[config.mk]
export PLATFORM = sky130hd
export DESIGN_NAME = cpu_register_file_pairs_flags_unit
export DESIGN_NICKNAME = d
export VERILOG_FILES = /design/src/hw/rtl/cprf_pkg.sv /design/src/hw/rtl/cpu_register_file_pairs_flags_unit.sv
export SDC_FILE = /design/constraint.sdc
export NUM_CORES = 1
export LEC_CHECK = 0
export BUFFER_PORTS_ARGS = -buffer_cell sky130_fd_sc_hd__buf_2
export CORE_ASPECT_RATIO = 0.5
export CORE_MARGIN = 5
export CORE_UTILIZATION = 60
export DETAILED_ROUTE_END_ITERATION = 16
export PLACE_DENSITY_LB_ADDON = 0.25
export SLEW_MARGIN = 10
export SYNTH_ARGS = -nofsm -noshare
export SYNTH_HDL_FRONTEND = slang
export SYNTH_SLANG_ARGS = --single-unit
[constraint.sdc]
create_clock -name clk -period 3.2 [get_ports clk]
set_clock_uncertainty 0.2 [all_clocks]
set_input_delay 0.48 -clock clk [delete_from_list [all_inputs] [get_ports clk]]
set_output_delay 0.48 -clock clk [all_outputs]
set_load 0.02 [all_outputs]
[src/hw/rtl/cprf_pkg.sv]
// Package: transfer types, action and select codes for the CPU register file.
`timescale 1ns / 1ps
package cprf_pkg;

  typedef enum logic [2:0] {
    ACT_READ16      = 3'd0,
    ACT_WRITE16     = 3'd1,
    ACT_READ8       = 3'd2,
    ACT_WRITE8      = 3'd3,
    ACT_READ8_CODE  = 3'd4,
    ACT_WRITE8_CODE = 3'd5,
    ACT_SET_FLAGS   = 3'd6,
    ACT_NOP         = 3'd7
  } action_t;

  localparam logic [3:0] SEL_HL   = 4'd11;
  localparam logic [3:0] SEL_PC   = 4'd12;
  localparam logic [3:0] SEL_SP   = 4'd13;
  localparam logic [3:0] SEL_NONE = 4'd14;

  localparam logic [2:0] IDX_A = 3'd0;
  localparam logic [2:0] IDX_F = 3'd1;
  localparam logic [2:0] IDX_H = 3'd6;
  localparam logic [2:0] IDX_L = 3'd7;

  localparam logic [2:0] CODE_INDIRECT = 3'd6;

  localparam logic [1:0] FLAG_CLEAR = 2'd0;
  localparam logic [1:0] FLAG_SET   = 2'd1;

  localparam logic [1:0] MEM_NONE  = 2'd0;
  localparam logic [1:0] MEM_READ  = 2'd1;
  localparam logic [1:0] MEM_WRITE = 2'd2;

  localparam int FLAG_Z_BIT = 7;

  typedef struct packed {
    logic [2:0]  action;
    logic [3:0]  reg_select;
    logic [2:0]  operand_code;
    logic [15:0] write_value;
    logic [1:0]  zero_flag;
    logic [1:0]  subtract_flag;
    logic [1:0]  half_carry_flag;
    logic [1:0]  carry_flag;
  } in_item_t;

  typedef struct packed {
    logic [15:0] read_value;
    logic [1:0]  mem_request;
    logic [15:0] mem_address;
    logic [7:0]  mem_write_data;
    logic        select_error;
  } out_item_t;

  // Operand code to byte register index: B C D E H L (HL) A.
  function automatic logic [2:0] code_to_index(input logic [2:0] code);
    logic [2:0] idx;
    idx = IDX_A;
    case (code)
      3'd0:    idx = 3'd2;
      3'd1:    idx = 3'd3;
      3'd2:    idx = 3'd4;
      3'd3:    idx = 3'd5;
      3'd4:    idx = IDX_H;
      3'd5:    idx = IDX_L;
      default: idx = IDX_A;
    endcase
    return idx;
  endfunction

endpackage

[src/hw/rtl/cpu_register_file_pairs_flags_unit.sv]
// Top level: CPU register file with byte registers, pairs, PC, SP and flag update.
// Each accepted start passes through an input register and then a result register before out_valid.
// Throughput: one transfer per cycle; busy is always low, state updates in the
// result stage so back-to-back transfers see each other's writes in order.
// Receiver cannot stall: each result is shown for exactly one cycle.
// Reset: synchronous active-low rst_n clears all byte registers, PC, SP and valids.
`timescale 1ns / 1ps
module cpu_register_file_pairs_flags_unit (
  input  logic                 clk,
  input  logic                 rst_n,
  input  logic                 start,
  output logic                 busy,
  input  cprf_pkg::in_item_t   in_data,
  output logic                 out_valid,
  output cprf_pkg::out_item_t  out_data
);

  logic                valid_r;
  cprf_pkg::in_item_t  item_r;
  logic                out_valid_r;
  cprf_pkg::out_item_t out_data_r;

  logic [7:0]  regs_r [8];
  logic [7:0]  regs_nxt [8];
  logic [15:0] pc_r, pc_nxt;
  logic [15:0] sp_r, sp_nxt;
  cprf_pkg::out_item_t res_nxt;

  logic [3:0]  sel;
  logic [2:0]  pair_hi;
  logic [2:0]  pair_lo;
  logic [15:0] pair_val;
  logic [15:0] hl_val;
  logic [2:0]  byte_idx;
  logic        byte_ok;
  logic        indirect;
  logic        is_write;
  logic [7:0]  f_val;
  logic [1:0]  flag_codes [4];

  assign busy      = 1'b0;
  assign out_valid = out_valid_r;
  assign out_data  = out_data_r;

  assign sel      = item_r.reg_select;
  assign pair_hi  = {sel[1:0], 1'b0};
  assign pair_lo  = {sel[1:0], 1'b1};
  assign pair_val = {regs_r[pair_hi], regs_r[pair_lo]};
  assign hl_val   = {regs_r[cprf_pkg::IDX_H], regs_r[cprf_pkg::IDX_L]};

  assign flag_codes[0] = item_r.zero_flag;
  assign flag_codes[1] = item_r.subtract_flag;
  assign flag_codes[2] = item_r.half_carry_flag;
  assign flag_codes[3] = item_r.carry_flag;

  always_comb begin
    byte_idx = cprf_pkg::IDX_A;
    byte_ok  = 1'b0;
    indirect = 1'b0;
    is_write = (item_r.action == cprf_pkg::ACT_WRITE8) ||
               (item_r.action == cprf_pkg::ACT_WRITE8_CODE);
    if ((item_r.action == cprf_pkg::ACT_READ8) || (item_r.action == cprf_pkg::ACT_WRITE8)) begin
      if (!sel[3]) begin
        byte_idx = sel[2:0];
        byte_ok  = 1'b1;
      end else if (sel == cprf_pkg::SEL_HL) begin
        indirect = 1'b1;
        byte_ok  = 1'b1;
      end
    end else begin
      byte_ok  = 1'b1;
      indirect = (item_r.operand_code == cprf_pkg::CODE_INDIRECT);
      byte_idx = cprf_pkg::code_to_index(item_r.operand_code);
    end
  end

  always_comb begin
    f_val = regs_r[cprf_pkg::IDX_F];
    for (int i = 0; i < 4; i++) begin
      if (flag_codes[i] == cprf_pkg::FLAG_CLEAR) begin
        f_val[cprf_pkg::FLAG_Z_BIT - i] = 1'b0;
      end else if (flag_codes[i] == cprf_pkg::FLAG_SET) begin
        f_val[cprf_pkg::FLAG_Z_BIT - i] = 1'b1;
      end
    end
  end

  always_comb begin
    regs_nxt = regs_r;
    pc_nxt   = pc_r;
    sp_nxt   = sp_r;
    res_nxt  = '0;
    case (cprf_pkg::action_t'(item_r.action))
      cprf_pkg::ACT_READ16: begin
        if (!sel[3]) begin
          res_nxt.read_value = {8'h00, regs_r[sel[2:0]]};
        end else if (sel[3:2] == 2'b10) begin
          res_nxt.read_value = pair_val;
        end else if (sel == cprf_pkg::SEL_PC) begin
          res_nxt.read_value = pc_r;
        end else if (sel == cprf_pkg::SEL_SP) begin
          res_nxt.read_value = sp_r;
        end else if (sel != cprf_pkg::SEL_NONE) begin
          res_nxt.select_error = 1'b1;
        end
      end
      cprf_pkg::ACT_WRITE16: begin
        if (!sel[3]) begin
          regs_nxt[sel[2:0]] = item_r.write_value[7:0];
        end else if (sel[3:2] == 2'b10) begin
          regs_nxt[pair_hi] = item_r.write_value[15:8];
          regs_nxt[pair_lo] = item_r.write_value[7:0];
        end else if (sel == cprf_pkg::SEL_PC) begin
          pc_nxt = item_r.write_value;
        end else if (sel == cprf_pkg::SEL_SP) begin
          sp_nxt = item_r.write_value;
        end else if (sel != cprf_pkg::SEL_NONE) begin
          res_nxt.select_error = 1'b1;
        end
      end
      cprf_pkg::ACT_READ8, cprf_pkg::ACT_WRITE8,
      cprf_pkg::ACT_READ8_CODE, cprf_pkg::ACT_WRITE8_CODE: begin
        if (!byte_ok) begin
          res_nxt.select_error = 1'b1;
        end else if (indirect) begin
          res_nxt.mem_address = hl_val;
          if (is_write) begin
            res_nxt.mem_request    = cprf_pkg::MEM_WRITE;
            res_nxt.mem_write_data = item_r.write_value[7:0];
          end else begin
            res_nxt.mem_request = cprf_pkg::MEM_READ;
          end
        end else if (is_write) begin
          regs_nxt[byte_idx] = item_r.write_value[7:0];
        end else begin
          res_nxt.read_value = {8'h00, regs_r[byte_idx]};
        end
      end
      cprf_pkg::ACT_SET_FLAGS: begin
        regs_nxt[cprf_pkg::IDX_F] = f_val;
      end
      default: begin
      end
    endcase
  end

  always_ff @(posedge clk) begin
    if (!rst_n) begin
      valid_r     <= 1'b0;
      out_valid_r <= 1'b0;
      pc_r        <= '0;
      sp_r        <= '0;
      for (int i = 0; i < 8; i++) begin
        regs_r[i] <= '0;
      end
    end else begin
      valid_r     <= start;
      out_valid_r <= valid_r;
      if (valid_r) begin
        regs_r <= regs_nxt;
        pc_r   <= pc_nxt;
        sp_r   <= sp_nxt;
      end
    end
  end

  always_ff @(posedge clk) begin
    if (start) begin
      item_r <= in_data;
    end
    if (valid_r) begin
      out_data_r <= res_nxt;
    end
  end

endmodule
==> flow_summary_export.csv, run 1 <==
group,metric,value,unit
floorplanning,die_w,183.8,µm
worst_setup_path,critPathSlowestCell,"edfxtp_1",
floorplanning,start_util,61.95,%
yosys,synthTopCellsByArea,"edfxtp_1 26%, dfxtp_1 22%, mux4_2 5.7%",
floorplanning,die_height,96.89,µm
timing,rsz0062_at_grt,"no",
worst_setup_path,reg2reg_depth,7,
cells_and_area,area_delta_synth_final,12.60,%
power,cell_internal_pwr,3.712,mW
placed_design,io_buffers,80,
timing,fin_crit,2.886,ns
worst_setup_path,critPathMaxFanout,21,
outcome,status,"completed",
timing,fin_crit_sh,90.18,%
cts,clk_pin_slew,0.07,ns
cts,root_buffer,"clkbuf_16",
power,switching_share,28.70,%
floorplanning,core_area,14620,µm²
yosys,synth.net_count,976,
grt,grt_pass1_wl,44.33,mm
power,leakage,3.774,nW
timing,worstMarginPinSlew,1.072,ns
placed_design,post-place-ws,0.2985,ns
cells_and_area,drive_gt1_share,18.48,%
worst_setup_path,critPathLaunchType,"flip-flop",
min_path,hold_end,"item_r[25]",
timing,setup_violations,0,
power,p_total,5.206,mW
cells_and_area,antenna_cells,0,
routing,viasPerCell,6.717,
cts,clk-insertion-delay-late,0.44,ns
routing,wire_per_inst,24.53,µm
routing,drt_iter0_drc,1010,
yosys,yosys_most_used_dff,"dfxtp_1",
worst_setup_path,crit_arrival,2.99,ns
grt,antenna_found_initial,2,
yosys,avgSynthCellArea,9.647,µm²
worst_setup_path,reg2reg_from,"sel[0]",
worst_setup_path,critPathKind,"reg2reg",
yosys,synth_edf_count,77,
cts,clock_path_buffers,2,
yosys,synth.most_common_cell,"nand2_1",
routing,drt_pass1_iterations,6,
worst_setup_path,slowest_delay,0.52,ns
routing,drt_wl_total,29.68,mm
min_path,hold_path.startpoint,"in_data[25]",
cts,cts.sinks,175,
yosys,synth_top_area_share,25.52,%
grt,grt_max_degree,55,
grt,grt-ovfl-total,0,
cts,h-tree-depth,4,
placed_design,dpl_cell_area,9639,µm²
worst_setup_path,critPathCaptureType,"flip-flop",
yosys,synth_top_cell_by_area,"edfxtp_1",
yosys,async_reset_ff_share,0,%
yosys,synth_seq_cells,175,
yosys,synth.top_cells.by_count,"136 x nand2_1, 98 x dfxtp_1, 77 x edfxtp_1, 62 x o21ai_0, 57 x nor2_1",
power,p_per_area,510.4,nW/µm²
timing,fin_tns_setup,0,ns
power,p_sw,1.494,mW
yosys,syn_inst,939,
yosys,yosysSeqAreaShare,47.18,%
timing,slew_violations,0,
floorplanning,rows,31,
power,power_frac_clock,38.3,%
grt,grt.total_usage,32.68,%
timing,max_slew_margin,28.21,%
cts,cts_buffers,17,
cells_and_area,fin_util,69.75,%
cells_and_area,multi_input_area,4407,µm²
yosys,yosys_warnings,0,
floorplanning,design.portCount,82,
placed_design,hpwl,21.09,mm
routing,antenna_left,0,
timing,fin_ws,0.3143,ns
yosys,synth_area,9059,µm²
power,p_seq_share,48.7,%
min_path,hold_depth,1,
placed_design,gp_congestion,1.117,
yosys,yosysUniqueCellTypes,67,
timing,max_freq,346.5,MHz
min_path,hold_class,"in2reg",
run,maxCapViolations,0,
worst_setup_path,path_cells,"buf_4 > nor2_1 > a21oi_1 > o22ai_1 > o211ai_1 > a221oi_1 > nor3_1",
cells_and_area,fin_nets,1036,
timing,hold_viol_final,0,
worst_setup_path,ff2ff_setup_slack,0.31,ns
power,ir_drop,0.4901,mV
power,combinationalPowerShare,13.0,%
routing,drc_errors,0,
floorplanning,fp.dieArea,17800,µm²
cells_and_area,nFillCells,1100,
routing,vias,8128,
worst_setup_path,crit_required,3.31,ns
worst_setup_path,worstReg2RegEnd,"regs_r[28]",
cts,cts_tree,"done",
cells_and_area,stdcell_area,10200,µm²
cells_and_area,register_area,4275,µm²
grt,first_global_vias,7406,
## cell usage in the layout (no fill, tap or decap), types with 5 or more instances in the layout
cell type  synthesis  routed
nand2b_1          13      13
mux2i_1           29      29
and3_1            14      14
o21ai_0           62      62
a21o_1             5       5
o211a_1            8       8
edfxtp_1          77      77
nor3_1            22      22
inv_1              7       7
clkbuf_16          0      18
o21ai_1            5       5
nand2_1          136     136
nor2b_1           15      13
o221ai_1           8       8
a21oi_1           52      52
and2_1            22      22
a21boi_0          38      38
a211oi_1           5       5
mux4_2            23      23
inv_6              0       5
dfxtp_1           98      97
o22ai_1           25      25
nor2_1            57      57
a221oi_1          10      10
nor4_1             5       5
buf_2             18      80
nand3_1           42      42
a22o_1            11      11
buf_4              9      33
a22oi_1           18      18
## flip-flops by register name, summed over array words and instances (netlist names)
signal      flops
item_r         22
out_data       43
sel             4
hl_val         16
out_valid       1
flag_codes      8
pc_r           16
f_val           4
sp_r           16
valid_r         1
regs_r         44
## power by group through the flow
| stage | registers [mW] | clock network (mW) | logic (mW) |
|---|---|---|---|
| 2_1_floorplan | 2.53 | 0 | 0.444 |
| 3_3_place_gp | 2.57 | 0 | 0.645 |
| 3_5_place_dp | 2.57 | 0 | 0.648 |
| 4_1_cts | 2.53 | 2.01 | 0.653 |
| 5_1_grt | 2.54 | 2.12 | 0.713 |
| 6_report | 2.54 | 1.99 | 0.674 |
## kinds of logic after synthesis
logic type / after synthesis / synth area share, %
compound gates: 281 / 21.01
buf+inv: 81 / 4.226
simple gates: 342 / 17.76
mux: 57 / 9.586
flops: 175 / 47.18
other cells: 1 / 0.04140
xor+xnor: 2 / 0.1934
## worst max-delay path by stage
stage / start / end / slack [ns] / depth (start not counted)
2_1_floorplan: valid_r / pc_r[6] / 0.42 / 6
3_3_place_gp: item_r[32] / out_data[29] / 0.32 / 6
3_5_place_dp: item_r[32] / regs_r[28] / 0.30 / 6
4_1_cts: item_r[32] / regs_r[28] / 0.27 / 6
5_1_grt: item_r[33] / regs_r[30] / 0.18 / 7
6_report: sel[0] / regs_r[28] / 0.31 / 7
## critical path, delay by kind of cell, from the launching register on
kind            cells  cell delay, ns
flops               1            0.52
compound gates      4            1.16
simple gates        2            0.57
buf+inv             1            0.30
## repair_timing
action	CTS	global route
setup buffers	0	0
setup endpoints to repair	0	3
resized for setup	0	2
hold buffers	0	0
## metrics by stage
stage / instances / hold slack [ns]
final: 1210 / 0.01894
after global routing: 1210 / 0.002383
after CTS: 1210 / 0.006365
after detailed placement: 1178 / 0.2567
after global placement: 1178 / 0.2455
after floorplan: 939 / 0.2385
## layer usage
| layer | global-route usage (%) | vias to the layer above | wire (µm) |
|---|---|---|---|
| met4 | 8.234 | 2 | 463 |
| met5 | 0 | - | 7 |
| met3 | 16.30 | 52 | 5210 |
| met2 | 44.01 | 608 | 12050 |
| met1 | 46.63 | 3857 | 11950 |
| li1 | - | 3609 | - |
## layout make-up
cell class / count / share of cell area [%]
Clock buffer: 19 / 4.453
Sequential cell: 175 / 41.92
Clock inverter: 13 / 0.9936
Timing Repair Buffer: 115 / 6.747
Tap cell: 198 / 2.429
Inverter: 7 / 0.2576
Multi-Input combinational cell: 683 / 43.20
Power figures use the tool's default switching activity.
==> run 2, diff against run 1 <==
- CORE_UTILIZATION: 60 -> 54
- clock period: 3.2 -> 2.49 ns (I/O delays scaled with it)
==> run 2 against run 1 <==
Compared with the run above:
- utilization is 1.6 points lower
- count of clock-buffer cells in the layout is 1 higher
- sequential power is 28% higher
- via count is 4.3% higher
- global-route usage is 0.50 points higher
- sequential share of layout area is 3.7 points lower
==> flow_summary_export.csv, run 2 (synthesis results as in run 1) <==
group,metric,value,unit
outcome,status,"completed",
cts,cts_buffers,17,
power,ir_drop,0.4705,mV
grt,first_global_vias,7733,
timing,max_freq,402.3,MHz
cells_and_area,fin_nets,1131,
floorplanning,die_w,193.2,µm
floorplanning,rows,33,
cells_and_area,regMostFlops,"regs_r",
timing,hold_viol_final,0,
power,combinationalPowerShare,15.3,%
timing,slew_violations,0,
routing,wire_per_inst,24.10,µm
worst_setup_path,crit_required,2.64,ns
routing,viasPerCell,6.355,
timing,worstMarginPinSlew,0.7684,ns
routing,drt_pass1_iterations,7,
placed_design,hpwl,23.52,mm
cells_and_area,layout_commonest_cell,"nand2_1",
power,cell_internal_pwr,4.945,mW
routing,antenna_left,0,
timing,setup_violations,0,
worst_setup_path,critPathMaxFanout,16,
cts,clk_pin_slew,0.07,ns
cts,clock_path_buffers,2,
cells_and_area,instances_no_fill,1334,
timing,fin_crit,2.486,ns
worst_setup_path,critPathKind,"reg2reg",
power,p_sw,2.030,mW
timing,rsz0062_at_grt,"yes",
routing,vias,8477,
cts,clk-insertion-delay-late,0.43,ns
timing,fin_crit_sh,99.83,%
floorplanning,start_util,55.12,%
placed_design,dp_cells,1265,
grt,grt_pass1_wl,48.18,mm
cells_and_area,largest_reg_flops,44,
power,p_per_area,623.0,nW/µm²
placed_design,io_buffers,80,
cts,h-tree-depth,4,
grt,grt.total_usage,33.18,%
cells_and_area,drive_gt1_share,23.22,%
worst_setup_path,critPathCaptureType,"flip-flop",
worst_setup_path,crit_arrival,2.63,ns
grt,grt_max_degree,49,
cells_and_area,antenna_cells,0,
power,p_seq_share,46.5,%
cells_and_area,area_delta_synth_final,23.61,%
grt,grt-ovfl-total,0,
worst_setup_path,critPathLaunchType,"flip-flop",
floorplanning,fp.dieArea,19620,µm²
routing,drt_iter0_drc,1147,
cells_and_area,fin_util,68.14,%
run,maxCapViolations,0,
cts,root_buffer,"clkbuf_16",
routing,drc_errors,0,
floorplanning,core_area,16430,µm²
power,p_total,6.976,mW
floorplanning,die_height,101.6,µm
cells_and_area,final_cell_mix,"135 x nand2_1, 97 x dfxtp_1, 85 x buf_4, 80 x buf_2, 77 x edfxtp_1",
power,leakage,4.250,nW
min_path,hold_class,"in2reg",
placed_design,gp_congestion,1.126,
power,switching_share,29.10,%
routing,drt_wl_total,32.15,mm
grt,antenna_found_initial,0,
power,power_frac_clock,38.2,%
cts,cts.sinks,175,
timing,max_slew_margin,48.77,%
floorplanning,design.portCount,82,
cts,cts_tree,"done",
run 2: critical path: stages (launching register included):
cell	delay, ns
edfxtp_1	0.48
nor4bb_1	0.18
buf_4	0.18
a32oi_1	0.60
nor2_1	0.14
o21ai_2	0.28
buf_12	0.18
nand3_1	0.07
o21ai_0	0.09
run 2: cell type report:
type | count | area [µm²]
Fill cell | 1326 | 5236
Multi-Input combinational cell | 683 | 4446
Sequential cell | 175 | 4275
Timing Repair Buffer | 210 | 1582
Clock buffer | 20 | 467.9
Tap cell | 227 | 284.0
Clock inverter | 12 | 116.4
Inverter | 7 | 26.28
run 2: power groups by stage:
| stage | Combinational [mW] | Sequential, mW | Clock (mW) |
|---|---|---|---|
| 6_report | 1.07 | 3.24 | 2.67 |
| 5_1_grt | 1.13 | 3.24 | 2.85 |
| 4_1_cts | 1.02 | 3.23 | 2.69 |
| 3_5_place_dp | 0.973 | 3.29 | 0 |
| 3_3_place_gp | 0.969 | 3.29 | 0 |
| 2_1_floorplan | 0.570 | 3.26 | 0 |
run 2: worst paths after layout:
kind / endpoint / cells past startpoint / startpoint / slack (ns)
min reg2reg: pc_r[7] / 2 / pc_r[7] / 0.26
max: hl_val[7] / 8 / item_r[32] / 0.004
min: hl_val[10] / 3 / rst_n / 0.22
max reg2reg: hl_val[7] / 8 / item_r[32] / 0.004
run 2: stage by stage:
stage	setup TNS [ns]	worst slack (ns)	hold WS [ns]	area [µm²]
2_1_floorplan	0	0.2084	0.2385	9060
4_1_cts	0	0.01867	0.2043	11110
3_5_place_dp	0	0.03861	0.2536	10190
5_1_grt	-0.6035	-0.07804	0.2576	11200
6_report	0	0.004147	0.2236	11200
3_3_place_gp	0	0.02306	0.2465	10190
run 2: layer usage:
layer	up-vias	track usage, %	part of all wire, %
li1	3806	-	-
met1	4026	49.59	43
met2	591	44.59	39
met3	54	14.74	17
met4	0	6.036	1.4
met5	-	0	0
run 2: what timing repair did:
action / in CTS / in global routing
endpoints found under the hold margin: 34 / 0
hold buffers: 34 / 0
gates resized for setup: 0 / 14
setup buffers: 0 / 3
endpoints found under the setup margin: 0 / 41
